**src/hw/rtl/pfbt_pkg.sv**
```systemverilog
// Shared types and constants for the peer flag blacklist table.
// Used by pfbt_match and peer_flag_blacklist_table; no dependencies.
package pfbt_pkg;

    typedef enum logic [1:0] {
        OP_QUERY  = 2'd0,
        OP_ADD    = 2'd1,
        OP_DELETE = 2'd2,
        OP_CLEAR  = 2'd3
    } op_t;

    localparam int FUNC_W      = 2;
    localparam int ID_LOW_W    = 64;
    localparam int ID_MID_W    = 64;
    localparam int ID_HIGH_W   = 32;
    localparam int ID_W        = ID_LOW_W + ID_MID_W + ID_HIGH_W;
    localparam int MASK_W      = 8;
    localparam int FLAGS_OUT_W = 8;

    // stream word widths, padded to whole bytes
    localparam int S_TDATA_W = ((ID_W + MASK_W + 7) / 8) * 8;
    localparam int M_TDATA_W = ((FLAGS_OUT_W + 2 + 7) / 8) * 8;
    localparam int S_TUSER_W = FUNC_W;

endpackage

```
**src/hw/rtl/pfbt_match.sv**
```systemverilog
// Parallel key compare over all table entries, lowest free slot pick,
// and flag readout of the matching entry. Depends on pfbt_pkg.
module pfbt_match #(
    parameter int ENTRIES   = 16,
    parameter int FLAG_BITS = 8
) (
    input  logic [ENTRIES-1:0]          entry_valid,
    input  logic [pfbt_pkg::ID_W-1:0]   key_store [ENTRIES],
    input  logic [FLAG_BITS-1:0]        flag_store [ENTRIES],
    input  logic [pfbt_pkg::ID_W-1:0]   key,
    output logic [ENTRIES-1:0]          hit_vec,
    output logic [ENTRIES-1:0]          free_vec,
    output logic [FLAG_BITS-1:0]        hit_flags
);

    // keys are unique among valid entries, so hit_vec is one-hot or zero
    always_comb
    begin
        for (int i = 0; i < ENTRIES; i++)
        begin
            hit_vec[i] = entry_valid[i] && (key_store[i] == key);
        end
    end

    // lowest clear bit of entry_valid: ~v & (v + 1)
    assign free_vec = ~entry_valid & (entry_valid + ENTRIES'(1));

    always_comb
    begin
        hit_flags = '0;
        for (int i = 0; i < ENTRIES; i++)
        begin
            hit_flags = hit_flags | (flag_store[i] & {FLAG_BITS{hit_vec[i]}});
        end
    end

endmodule

```
**src/hw/rtl/peer_flag_blacklist_table.sv**
```systemverilog
// Peer flag blacklist table: 160-bit identifier CAM with a flag word per entry.
// Pipeline: the request is registered in the input stage, and its result in the result stage.
// Throughput: one request per cycle while m_axis_tready holds; the table updates at the same edge that
// registers the result, so back-to-back requests see each other's effect.
// Reset: rst_n clears the valid bits (empty table) and both stream stages.
// Depends on pfbt_pkg and pfbt_match.
module peer_flag_blacklist_table #(
    parameter int TABLE_ENTRIES = 16,
    parameter int FLAG_BITS     = 8
) (
    input  logic                              clk,
    input  logic                              rst_n,
    // tdata: id_low[63:0], id_mid[127:64], id_high[159:128], flag_mask[167:160]
    input  logic [pfbt_pkg::S_TDATA_W-1:0]    s_axis_tdata,
    // tuser: func[1:0]
    input  logic [pfbt_pkg::S_TUSER_W-1:0]    s_axis_tuser,
    input  logic                              s_axis_tvalid,
    output logic                              s_axis_tready,
    // tdata: flags_now[7:0], was_present[8], table_full[9], zero pad[15:10]
    output logic [pfbt_pkg::M_TDATA_W-1:0]    m_axis_tdata,
    output logic                              m_axis_tvalid,
    input  logic                              m_axis_tready
);

    // input stage
    logic                             in_valid_reg;
    logic [pfbt_pkg::FUNC_W-1:0]      func_reg;
    logic [pfbt_pkg::ID_W-1:0]        id_reg;
    logic [pfbt_pkg::MASK_W-1:0]      mask_reg;

    // table
    logic [TABLE_ENTRIES-1:0]         valid_reg;
    logic [TABLE_ENTRIES-1:0]         valid_next;
    logic [pfbt_pkg::ID_W-1:0]        key_reg [TABLE_ENTRIES];
    logic [FLAG_BITS-1:0]             flags_reg [TABLE_ENTRIES];

    // result stage
    logic                             out_valid_reg;
    logic [pfbt_pkg::M_TDATA_W-1:0]   out_data_reg;
    logic [pfbt_pkg::M_TDATA_W-1:0]   out_data_next;

    logic                             s_accept;
    logic                             step;

    logic [TABLE_ENTRIES-1:0]         hit_vec;
    logic [TABLE_ENTRIES-1:0]         free_vec;
    logic [FLAG_BITS-1:0]             hit_flags;
    logic                             any_hit;
    logic                             any_free;

    pfbt_pkg::op_t                    op;
    logic [FLAG_BITS-1:0]             mask_ext;
    logic [FLAG_BITS-1:0]             new_flags;
    logic [FLAG_BITS-1:0]             flags_now;
    logic                             table_full;
    logic                             do_alloc;
    logic                             do_update;

    assign step          = in_valid_reg && (!out_valid_reg || m_axis_tready);
    assign s_axis_tready = !in_valid_reg || step;
    assign s_accept      = s_axis_tvalid && s_axis_tready;

    always_ff @(posedge clk or negedge rst_n)
    begin
        if (!rst_n)
        begin
            in_valid_reg <= 1'b0;
        end
        else if (s_accept)
        begin
            in_valid_reg <= 1'b1;
        end
        else if (step)
        begin
            in_valid_reg <= 1'b0;
        end
    end

    always_ff @(posedge clk)
    begin
        if (s_accept)
        begin
            func_reg <= s_axis_tuser[pfbt_pkg::FUNC_W-1:0];
            id_reg   <= s_axis_tdata[pfbt_pkg::ID_W-1:0];
            mask_reg <= s_axis_tdata[pfbt_pkg::ID_W +: pfbt_pkg::MASK_W];
        end
    end

    pfbt_match #(
        .ENTRIES   (TABLE_ENTRIES),
        .FLAG_BITS (FLAG_BITS)
    ) u_match (
        .entry_valid (valid_reg),
        .key_store   (key_reg),
        .flag_store  (flags_reg),
        .key         (id_reg),
        .hit_vec     (hit_vec),
        .free_vec    (free_vec),
        .hit_flags   (hit_flags)
    );

    assign any_hit  = |hit_vec;
    assign any_free = |free_vec;
    assign op       = pfbt_pkg::op_t'(func_reg);
    // mask bits above FLAG_BITS drop out here
    assign mask_ext = FLAG_BITS'(mask_reg);

    always_comb
    begin
        new_flags  = hit_flags;
        flags_now  = '0;
        table_full = 1'b0;
        do_alloc   = 1'b0;
        do_update  = 1'b0;
        valid_next = valid_reg;
        case (op)
            pfbt_pkg::OP_QUERY:
            begin
                flags_now = hit_flags;
            end
            pfbt_pkg::OP_ADD:
            begin
                if (any_hit)
                begin
                    new_flags = hit_flags | mask_ext;
                    do_update = 1'b1;
                    flags_now = new_flags;
                end
                else if (any_free)
                begin
                    // claimed even with an empty mask
                    do_alloc   = 1'b1;
                    valid_next = valid_reg | free_vec;
                    flags_now  = mask_ext;
                end
                else
                begin
                    table_full = 1'b1;
                end
            end
            pfbt_pkg::OP_DELETE:
            begin
                if (any_hit)
                begin
                    new_flags = hit_flags & ~mask_ext;
                    do_update = 1'b1;
                    flags_now = new_flags;
                    if (new_flags == '0)
                    begin
                        valid_next = valid_reg & ~hit_vec;
                    end
                end
            end
            pfbt_pkg::OP_CLEAR:
            begin
                valid_next = '0;
            end
            default:
            begin
                valid_next = valid_reg;
            end
        endcase
    end

    always_comb
    begin
        out_data_next                  = '0;
        out_data_next[pfbt_pkg::FLAGS_OUT_W-1:0] = pfbt_pkg::FLAGS_OUT_W'(flags_now);
        out_data_next[pfbt_pkg::FLAGS_OUT_W]     = any_hit;
        out_data_next[pfbt_pkg::FLAGS_OUT_W+1]   = table_full;
    end

    always_ff @(posedge clk or negedge rst_n)
    begin
        if (!rst_n)
        begin
            valid_reg <= '0;
        end
        else if (step)
        begin
            valid_reg <= valid_next;
        end
    end

    // key and flag words carry no reset; only valid entries are ever read
    always_ff @(posedge clk)
    begin
        for (int i = 0; i < TABLE_ENTRIES; i++)
        begin
            if (step && do_alloc && free_vec[i])
            begin
                key_reg[i]   <= id_reg;
                flags_reg[i] <= mask_ext;
            end
            else if (step && do_update && hit_vec[i])
            begin
                flags_reg[i] <= new_flags;
            end
        end
    end

    always_ff @(posedge clk or negedge rst_n)
    begin
        if (!rst_n)
        begin
            out_valid_reg <= 1'b0;
        end
        else if (step)
        begin
            out_valid_reg <= 1'b1;
        end
        else if (m_axis_tready)
        begin
            out_valid_reg <= 1'b0;
        end
    end

    always_ff @(posedge clk)
    begin
        if (step)
        begin
            out_data_reg <= out_data_next;
        end
    end

    assign m_axis_tvalid = out_valid_reg;
    assign m_axis_tdata  = out_data_reg;

endmodule
```
**config.mk**
```make
export PLATFORM = sky130hd
export DESIGN_NAME = peer_flag_blacklist_table
export DESIGN_NICKNAME = d
export VERILOG_FILES = /design/src/hw/rtl/pfbt_pkg.sv /design/src/hw/rtl/pfbt_match.sv /design/src/hw/rtl/peer_flag_blacklist_table.sv
export SDC_FILE = /design/constraint.sdc
export NUM_CORES = 2
export LEC_CHECK = 0
export ABC_AREA = 1
export BUFFER_PORTS_ARGS = -buffer_cell sky130_fd_sc_hd__clkbuf_2
export CORE_ASPECT_RATIO = 0.9
export CORE_MARGIN = 2
export CORE_UTILIZATION = 62
export DETAILED_ROUTE_END_ITERATION = 6
export GPL_TIMING_DRIVEN = 0
export MAX_ROUTING_LAYER = met4
export PLACE_DENSITY = 0.79
export SLEW_MARGIN = 20
export SYNTH_ARGS = -nofsm -noshare
export SYNTH_HDL_FRONTEND = slang
export SYNTH_SLANG_ARGS = --single-unit
```
**constraint.sdc**
```tcl
create_clock -name clk -period 19.2 [get_ports clk]
set_input_delay 1.92 -clock clk [delete_from_list [all_inputs] [get_ports clk]]
set_output_delay 1.92 -clock clk [all_outputs]
set_load 0.01 [all_outputs]
```
---- After elaboration in Yosys (flattened, before gate mapping) ----
Index checks and enable logic that the tools add are counted.
word-level totals
  register bits ........................... 2886
  word-level logic and storage cells ...... 240
  bits of input ports ..................... 174
cells by class
  eq/ne operators ......................... 23
  $add $sub $neg .......................... 1
  bitwise gates (word level) .............. 40
  reductions and logical operators ........ 82
  muxes and demuxes ....................... 54
operators by type and width
  cell                                                             number
  160-bit == test                                                  16
  8-bit two-way mux                                                37
  8-bit bitwise AND                                                17
  8-bit OR                                                         16
  16-bit two-way mux                                               4
  1-bit logical AND                                                52
  16-bit case mux with 3 select lines                              1
  2-bit nonzero test                                               18
  16-bit bitwise AND                                               2
  16-bit NOT                                                       2
  16-bit OR reduction                                              2
  8-bit case mux with 3 select lines                               1
  17-bit OR reduction                                              1
  16-bit by 1-bit adder with 16-bit output, second input constant  1
  16-bit OR                                                        1
  8-bit case mux with 2 select lines                               1
  1-bit two-way mux                                                10
  8-bit logical NOT                                                1
  2-bit inequality test, second input constant                     4
  8-bit NOT                                                        1
  6-bit AND reduction                                              1
  2-bit == test, second input constant                             2
  3-bit nonzero test                                               1
  2-bit by 1-bit == test with 1-bit output, second input constant  1
  5 further kinds                                                  7

---- Logic depth before layout (Yosys ltp) ----
  word-level depth ........................ 23
  mapped depth ............................ 25

---- By module ----
Synthesis repeated with hierarchy kept, for this count alone.
second synthesis, totals
  cells, all modules ...................... 12505
  area total of the unflattened synthesis .. 130358.8 um^2
modules (own cells, without submodules)
  module                     cells an instance  instances  area an instance (um^2)
  peer_flag_blacklist_table  3693               1          90414.2
  pfbt_match                 8812               1          39944.6

---- Worst setup path after synthesis ----
No wires, ideal clock.
  kind .................................... input to register
  start ................................... input m_axis_tready
  end ..................................... register flags_reg[120] (netlist name), enable pin
  setup slack ............................. 8.626 ns
  library setup time ...................... 0.384 ns
  stages on the path ...................... 8
  arrival time ............................ 10.190 ns
  cells stage by stage .................... inv_1 > nand2_1 > nand2_1 > nor3_4 > nand2_2 > nor2_1 > inv_2 > o21ai_0
between the ends
  word-level cells in the longest chain between the ends .. 5
  elaborated cells between the ends (all ways) .. 7
  classes of those cells .................. reduce/logical (7)
RTL lines
  what                                                line                                                                source
  start: declaration                                  peer_flag_blacklist_table.sv:22                                     input logic m_axis_tready
  1-bit logical OR *                                  peer_flag_blacklist_table.sv:59                                     assign step = in_valid_reg && (!out_valid_reg || m_axis_tready);
  1-bit logical AND *                                 peer_flag_blacklist_table.sv:59
  1-bit logical AND (on tied branches) (2 in series)  peer_flag_blacklist_table.sv:190, peer_flag_blacklist_table.sv:195
  2-bit nonzero test (no line) *                      n/a
  end signal: indexed assignment                      peer_flag_blacklist_table.sv:193                                    flags_reg[i] <= mask_ext;
  end signal: indexed assignment                      peer_flag_blacklist_table.sv:197                                    flags_reg[i] <= new_flags;
  end: declaration                                    peer_flag_blacklist_table.sv:35                                     logic [FLAG_BITS-1:0] flags_reg [TABLE_ENTRIES];
Every way passes the cells marked *; elsewhere a longest branch is shown, timed or not.
A chain may end at the register's enable or synchronous reset.

---- Worst setup path after layout ----
  start ................................... register id_reg[38] (netlist name)
  end ..................................... register key_reg[1272] (netlist name), enable pin
between the ends
  word-level cells in the longest chain between the ends .. 7
  elaborated cells between the ends (all ways) .. 37
  classes of those cells .................. eq/ne (16); mux (2); reduce/logical (19)
RTL lines
  what                               line                              source
  start: declaration                 peer_flag_blacklist_table.sv:28   logic [pfbt_pkg::ID_W-1:0] id_reg;
  start signal: assignment           peer_flag_blacklist_table.sv:84   id_reg <= s_axis_tdata[pfbt_pkg::ID_W-1:0];
  160-bit == test                    pfbt_match.sv:21                  hit_vec[i] = entry_valid[i] && (key_store[i] == key);
  1-bit logical AND                  pfbt_match.sv:21
  16-bit OR reduction *              peer_flag_blacklist_table.sv:102  assign any_hit = |hit_vec;
  1-bit two-way mux *                peer_flag_blacklist_table.sv:123  if (any_hit)
  1-bit two-way mux *                peer_flag_blacklist_table.sv:116  case (op)
  1-bit logical AND * (2 in series)  peer_flag_blacklist_table.sv:190  if (step && do_alloc && free_vec[i])
  end signal: indexed assignment     peer_flag_blacklist_table.sv:192  key_reg[i] <= id_reg;
  end: declaration                   peer_flag_blacklist_table.sv:34   logic [pfbt_pkg::ID_W-1:0] key_reg [TABLE_ENTRIES];
Marks and branches as above.

==> results.toml <==
[worst_setup_path]
startpoint_type = "flop"
cp_max_fo = 60
required_ps = 19760
reg2reg_from = "id_reg[38]$_DFFE_PP_"
path_cells = "buf_4, buf_6, xnor2_1, nand3_1, nor3_1, nand2_1, nor2_1, nand2_1, nor2_4, nand3_1, nand2_1, nor2_1, nand4_2, nor2_4, inv_4, nor3_4, nand2_2, inv_4, nand2_1, inv_8, buf_16, buf_16"
r2r_end = "key_reg[1272]$_DFFE_PP_"
r2r_cells = 22
end_kind = "flop"
cp_data_arrival_time_ps = 7700
worstSetupPathType = "flop to flop"
cpMostUsedCell = "nand2_1"
cp_slowest_cell = "edfxtp_1"
regToRegSetupSlack_ps = 12050
critPathMaxStageDelay_ps = 1030

[clock_network]
cts-buffers-inserted = 301
clk_latency_ps = 970
cts_setup_buffers = 0
cts_resized = 0
hold_buffers = 0
path_clk_slew_ps = 60
cts_sinks = 2886
root_buffer = "clkbuf_16"
htree_num_levels = 5
cts_buffer_depth = 4
cts_tree = "done"

[logic_synthesis]
synth_top_area_share_pct = 67.0
synth-seq-area-share_pct = 67.3
synth.yosys.warnings = 0
synth_seq_cells = 2886
async_flop_share_pct = 0.624
synth_area_leaders = "edfxtp_1 (67%), nand2_1 (7.1%), xor2_1 (6.9%), xnor2_1 (6.4%), nor2_1 (3.3%)"
netlist.top_cell.by_area = "edfxtp_1"
synth_common_cells = "edfxtp_1 (2,868), nand2_1 (2,437), nor2_1 (1,127)"
yosys.cell_types.count = 46
postSynthCellCount = 10400
synthAdderAreaFrac_pct = 0.0486
synth-xor-area-share_pct = 13.2
yosysMostFrequentCell = "edfxtp_1"
synth_top_family_by_area = "simple AND/OR/NAND/NOR gates"
synth_compound_area_share_pct = 1.47
yosys.area_share.simple_pct = 13.4
avgSynthCellArea_um2 = 12.4
synth_edf_count = 2868
ys.flop_type = "edfxtp_1"
synthMuxAreaShare_pct = 0
netlist_area_um2 = 129000

[final_layout]
final_nets = 11100
largest_register_ffs = 2560
final_cells = 13900
fill_cells = 13800
final_area_um2 = 144000
drive_above_1_share_pct = 10.5
area_growth_pct = 11.9

[pwr]
switching_share_pct = 23.5
power.density_nw_per_um2 = 96.7
pwr-share-clk_pct = 40.4
internal-power_mw = 10.6
p_switching_mw = 3.28
peakVddDrop_mv = 0.104
power_mw = 13.9
comb_power_share_pct = 7.6
p_seq_share_pct = 52.0
leakage_nw = 52.1

[floorplan]
initial_core_util_pct = 62.4
fp.dieW_um = 484
die_y_um = 436
rows = 158
core_area_um2 = 206000
dieArea_um2 = 211000
io_pins = 192

[sta]
clock.fmax_mhz = 140
finalHoldViolCount = 0
relSlewSlack_pct = 11.7
fin_worst_skew_ps = 73.5
period_share_pct = 37.2
slew_viol_final = 0
min_period_ps = 7150
whs_ps = 541
rsz0062_at_grt = "false"
setup_viol = 0
worst_pin_slew_ps = 1310
finalWorstSetupSlack_ps = 12050

[detailed_routing]
drtIter0Drc = 14100
via_per_inst = 6.00
route.detailed.drc = 0
wire_per_inst_um = 29.3
routed_wl_mm = 407
firstDrtPassIters = 6
vias = 83300
route.antenna.remaining_nets = 0

[worst_hold_path]
holdPathEnd = "m_axis_tvalid$_DFFE_PN0P_"
worstHoldStart = "m_axis_tvalid$_DFFE_PN0P_"
holdPathStages = 2
hold_class = "flop to flop"

[place]
placed_cells = 13400
dpl.hpwl_mm = 278
gp_congestion = 0.983
portBuffers = 185
dp_slack_ps = 12180
placed_cell_area_um2 = 135000

[global_routing]
grt_pass1_vias = 78100
grt_pass1_wl_mm = 563
antenna_found_initial = 17
overflow = 0
grt_max_degree = 79
grt_util_all_layers_pct = 39.3

[run]
cap_viol_max_count = 0

[status]
status = "finished clean"
[power by group through the flow]
stage               sequential [mW]  clock [mW]  combinational (mW)
finish                         7.23        5.63                1.06
global route                   7.23        5.86                1.11
CTS                            7.23        5.62                1.02
detailed placement             7.36           0                1.01
global placement               7.40           0               0.947
floorplan                      7.28           0               0.648
[kinds of logic after synthesis]
logic type / after synthesis
AND/OR/NAND/NOR: 4213
flip-flops: 2886
XOR/XNOR: 1944
buffers and inverters: 971
AO/OA/AOI/OAI: 360
adder cells (fa/ha/maj): 5
other: 1
[cell type report]
class / instances / area, um^2 / area share (%)
repair buffers: 256 / 2530 / 1.76
diodes: 9 / 22.5 / 0.0157
well taps: 2720 / 3400 / 2.37
plain buffers: 395 / 3670 / 2.55
clock buffers: 382 / 8000 / 5.56
inverters: 576 / 2300 / 1.60
flip-flops and latches: 2886 / 86600 / 60.2
multi-input cells: 6528 / 36200 / 25.2
clock inverters: 126 / 1170 / 0.811
[per-stage QoR]
step,TNS (ps),utilization [%]
floorplan,0,-
global placement,-16550,64.5
detailed placement,0,65.3
CTS,0,69.8
global route,0,69.8
finish,0,69.8
[per-layer routing]
layer / global-route usage [%] / part of all wire (%)
met5: - / 0
met1: 52.2 / 36
met3: 9.90 / 14
met4: 20.2 / 6.4
met2: 56.3 / 44
[worst max-delay path by stage]
stage | from | endpoint | cells past startpoint
after floorplan | m_axis_tready | flags_reg[120]$_DFFE_PP_ | 8
after global placement | id_reg[69]$_DFFE_PP_ | flags_reg[126]$_DFFE_PP_ | 18
after detailed placement | id_reg[17]$_DFFE_PP_ | flags_reg[60]$_DFFE_PP_ | 20
after CTS | id_reg[17]$_DFFE_PP_ | flags_reg[62]$_DFFE_PP_ | 20
after global routing | id_reg[17]$_DFFE_PP_ | key_reg[952]$_DFFE_PP_ | 23
final | id_reg[38]$_DFFE_PP_ | key_reg[1272]$_DFFE_PP_ | 22
[critical path: cells and delay by family, from the launching register on]
kind                      cells  cell delay, ps
buffers and inverters         7            1750
xor gates and xnor gates      1             160
DFF                           1            1030
and+or+nand+nor              14            3570
[cell usage in the layout (no fill, tap or decap), types with 101 or more instances in the layout]
| master | netlist | layout |
|---|---|---|
| o21ai_0 | 232 | 217 |
| clkbuf_1 | 28 | 101 |
| xnor2_1 | 937 | 937 |
| clkbuf_16 | 0 | 308 |
| edfxtp_1 | 2868 | 2868 |
| buf_6 | 247 | 249 |
| xor2_1 | 1007 | 1007 |
| nand2_1 | 2437 | 2437 |
| nand3_1 | 184 | 184 |
| clkbuf_2 | 0 | 185 |
| o21ai_1 | 93 | 108 |
| nor2_1 | 1127 | 1126 |
| nor3_1 | 146 | 143 |
| nand4_1 | 212 | 212 |
| inv_1 | 534 | 518 |
Power figures use the tool's default switching activity.
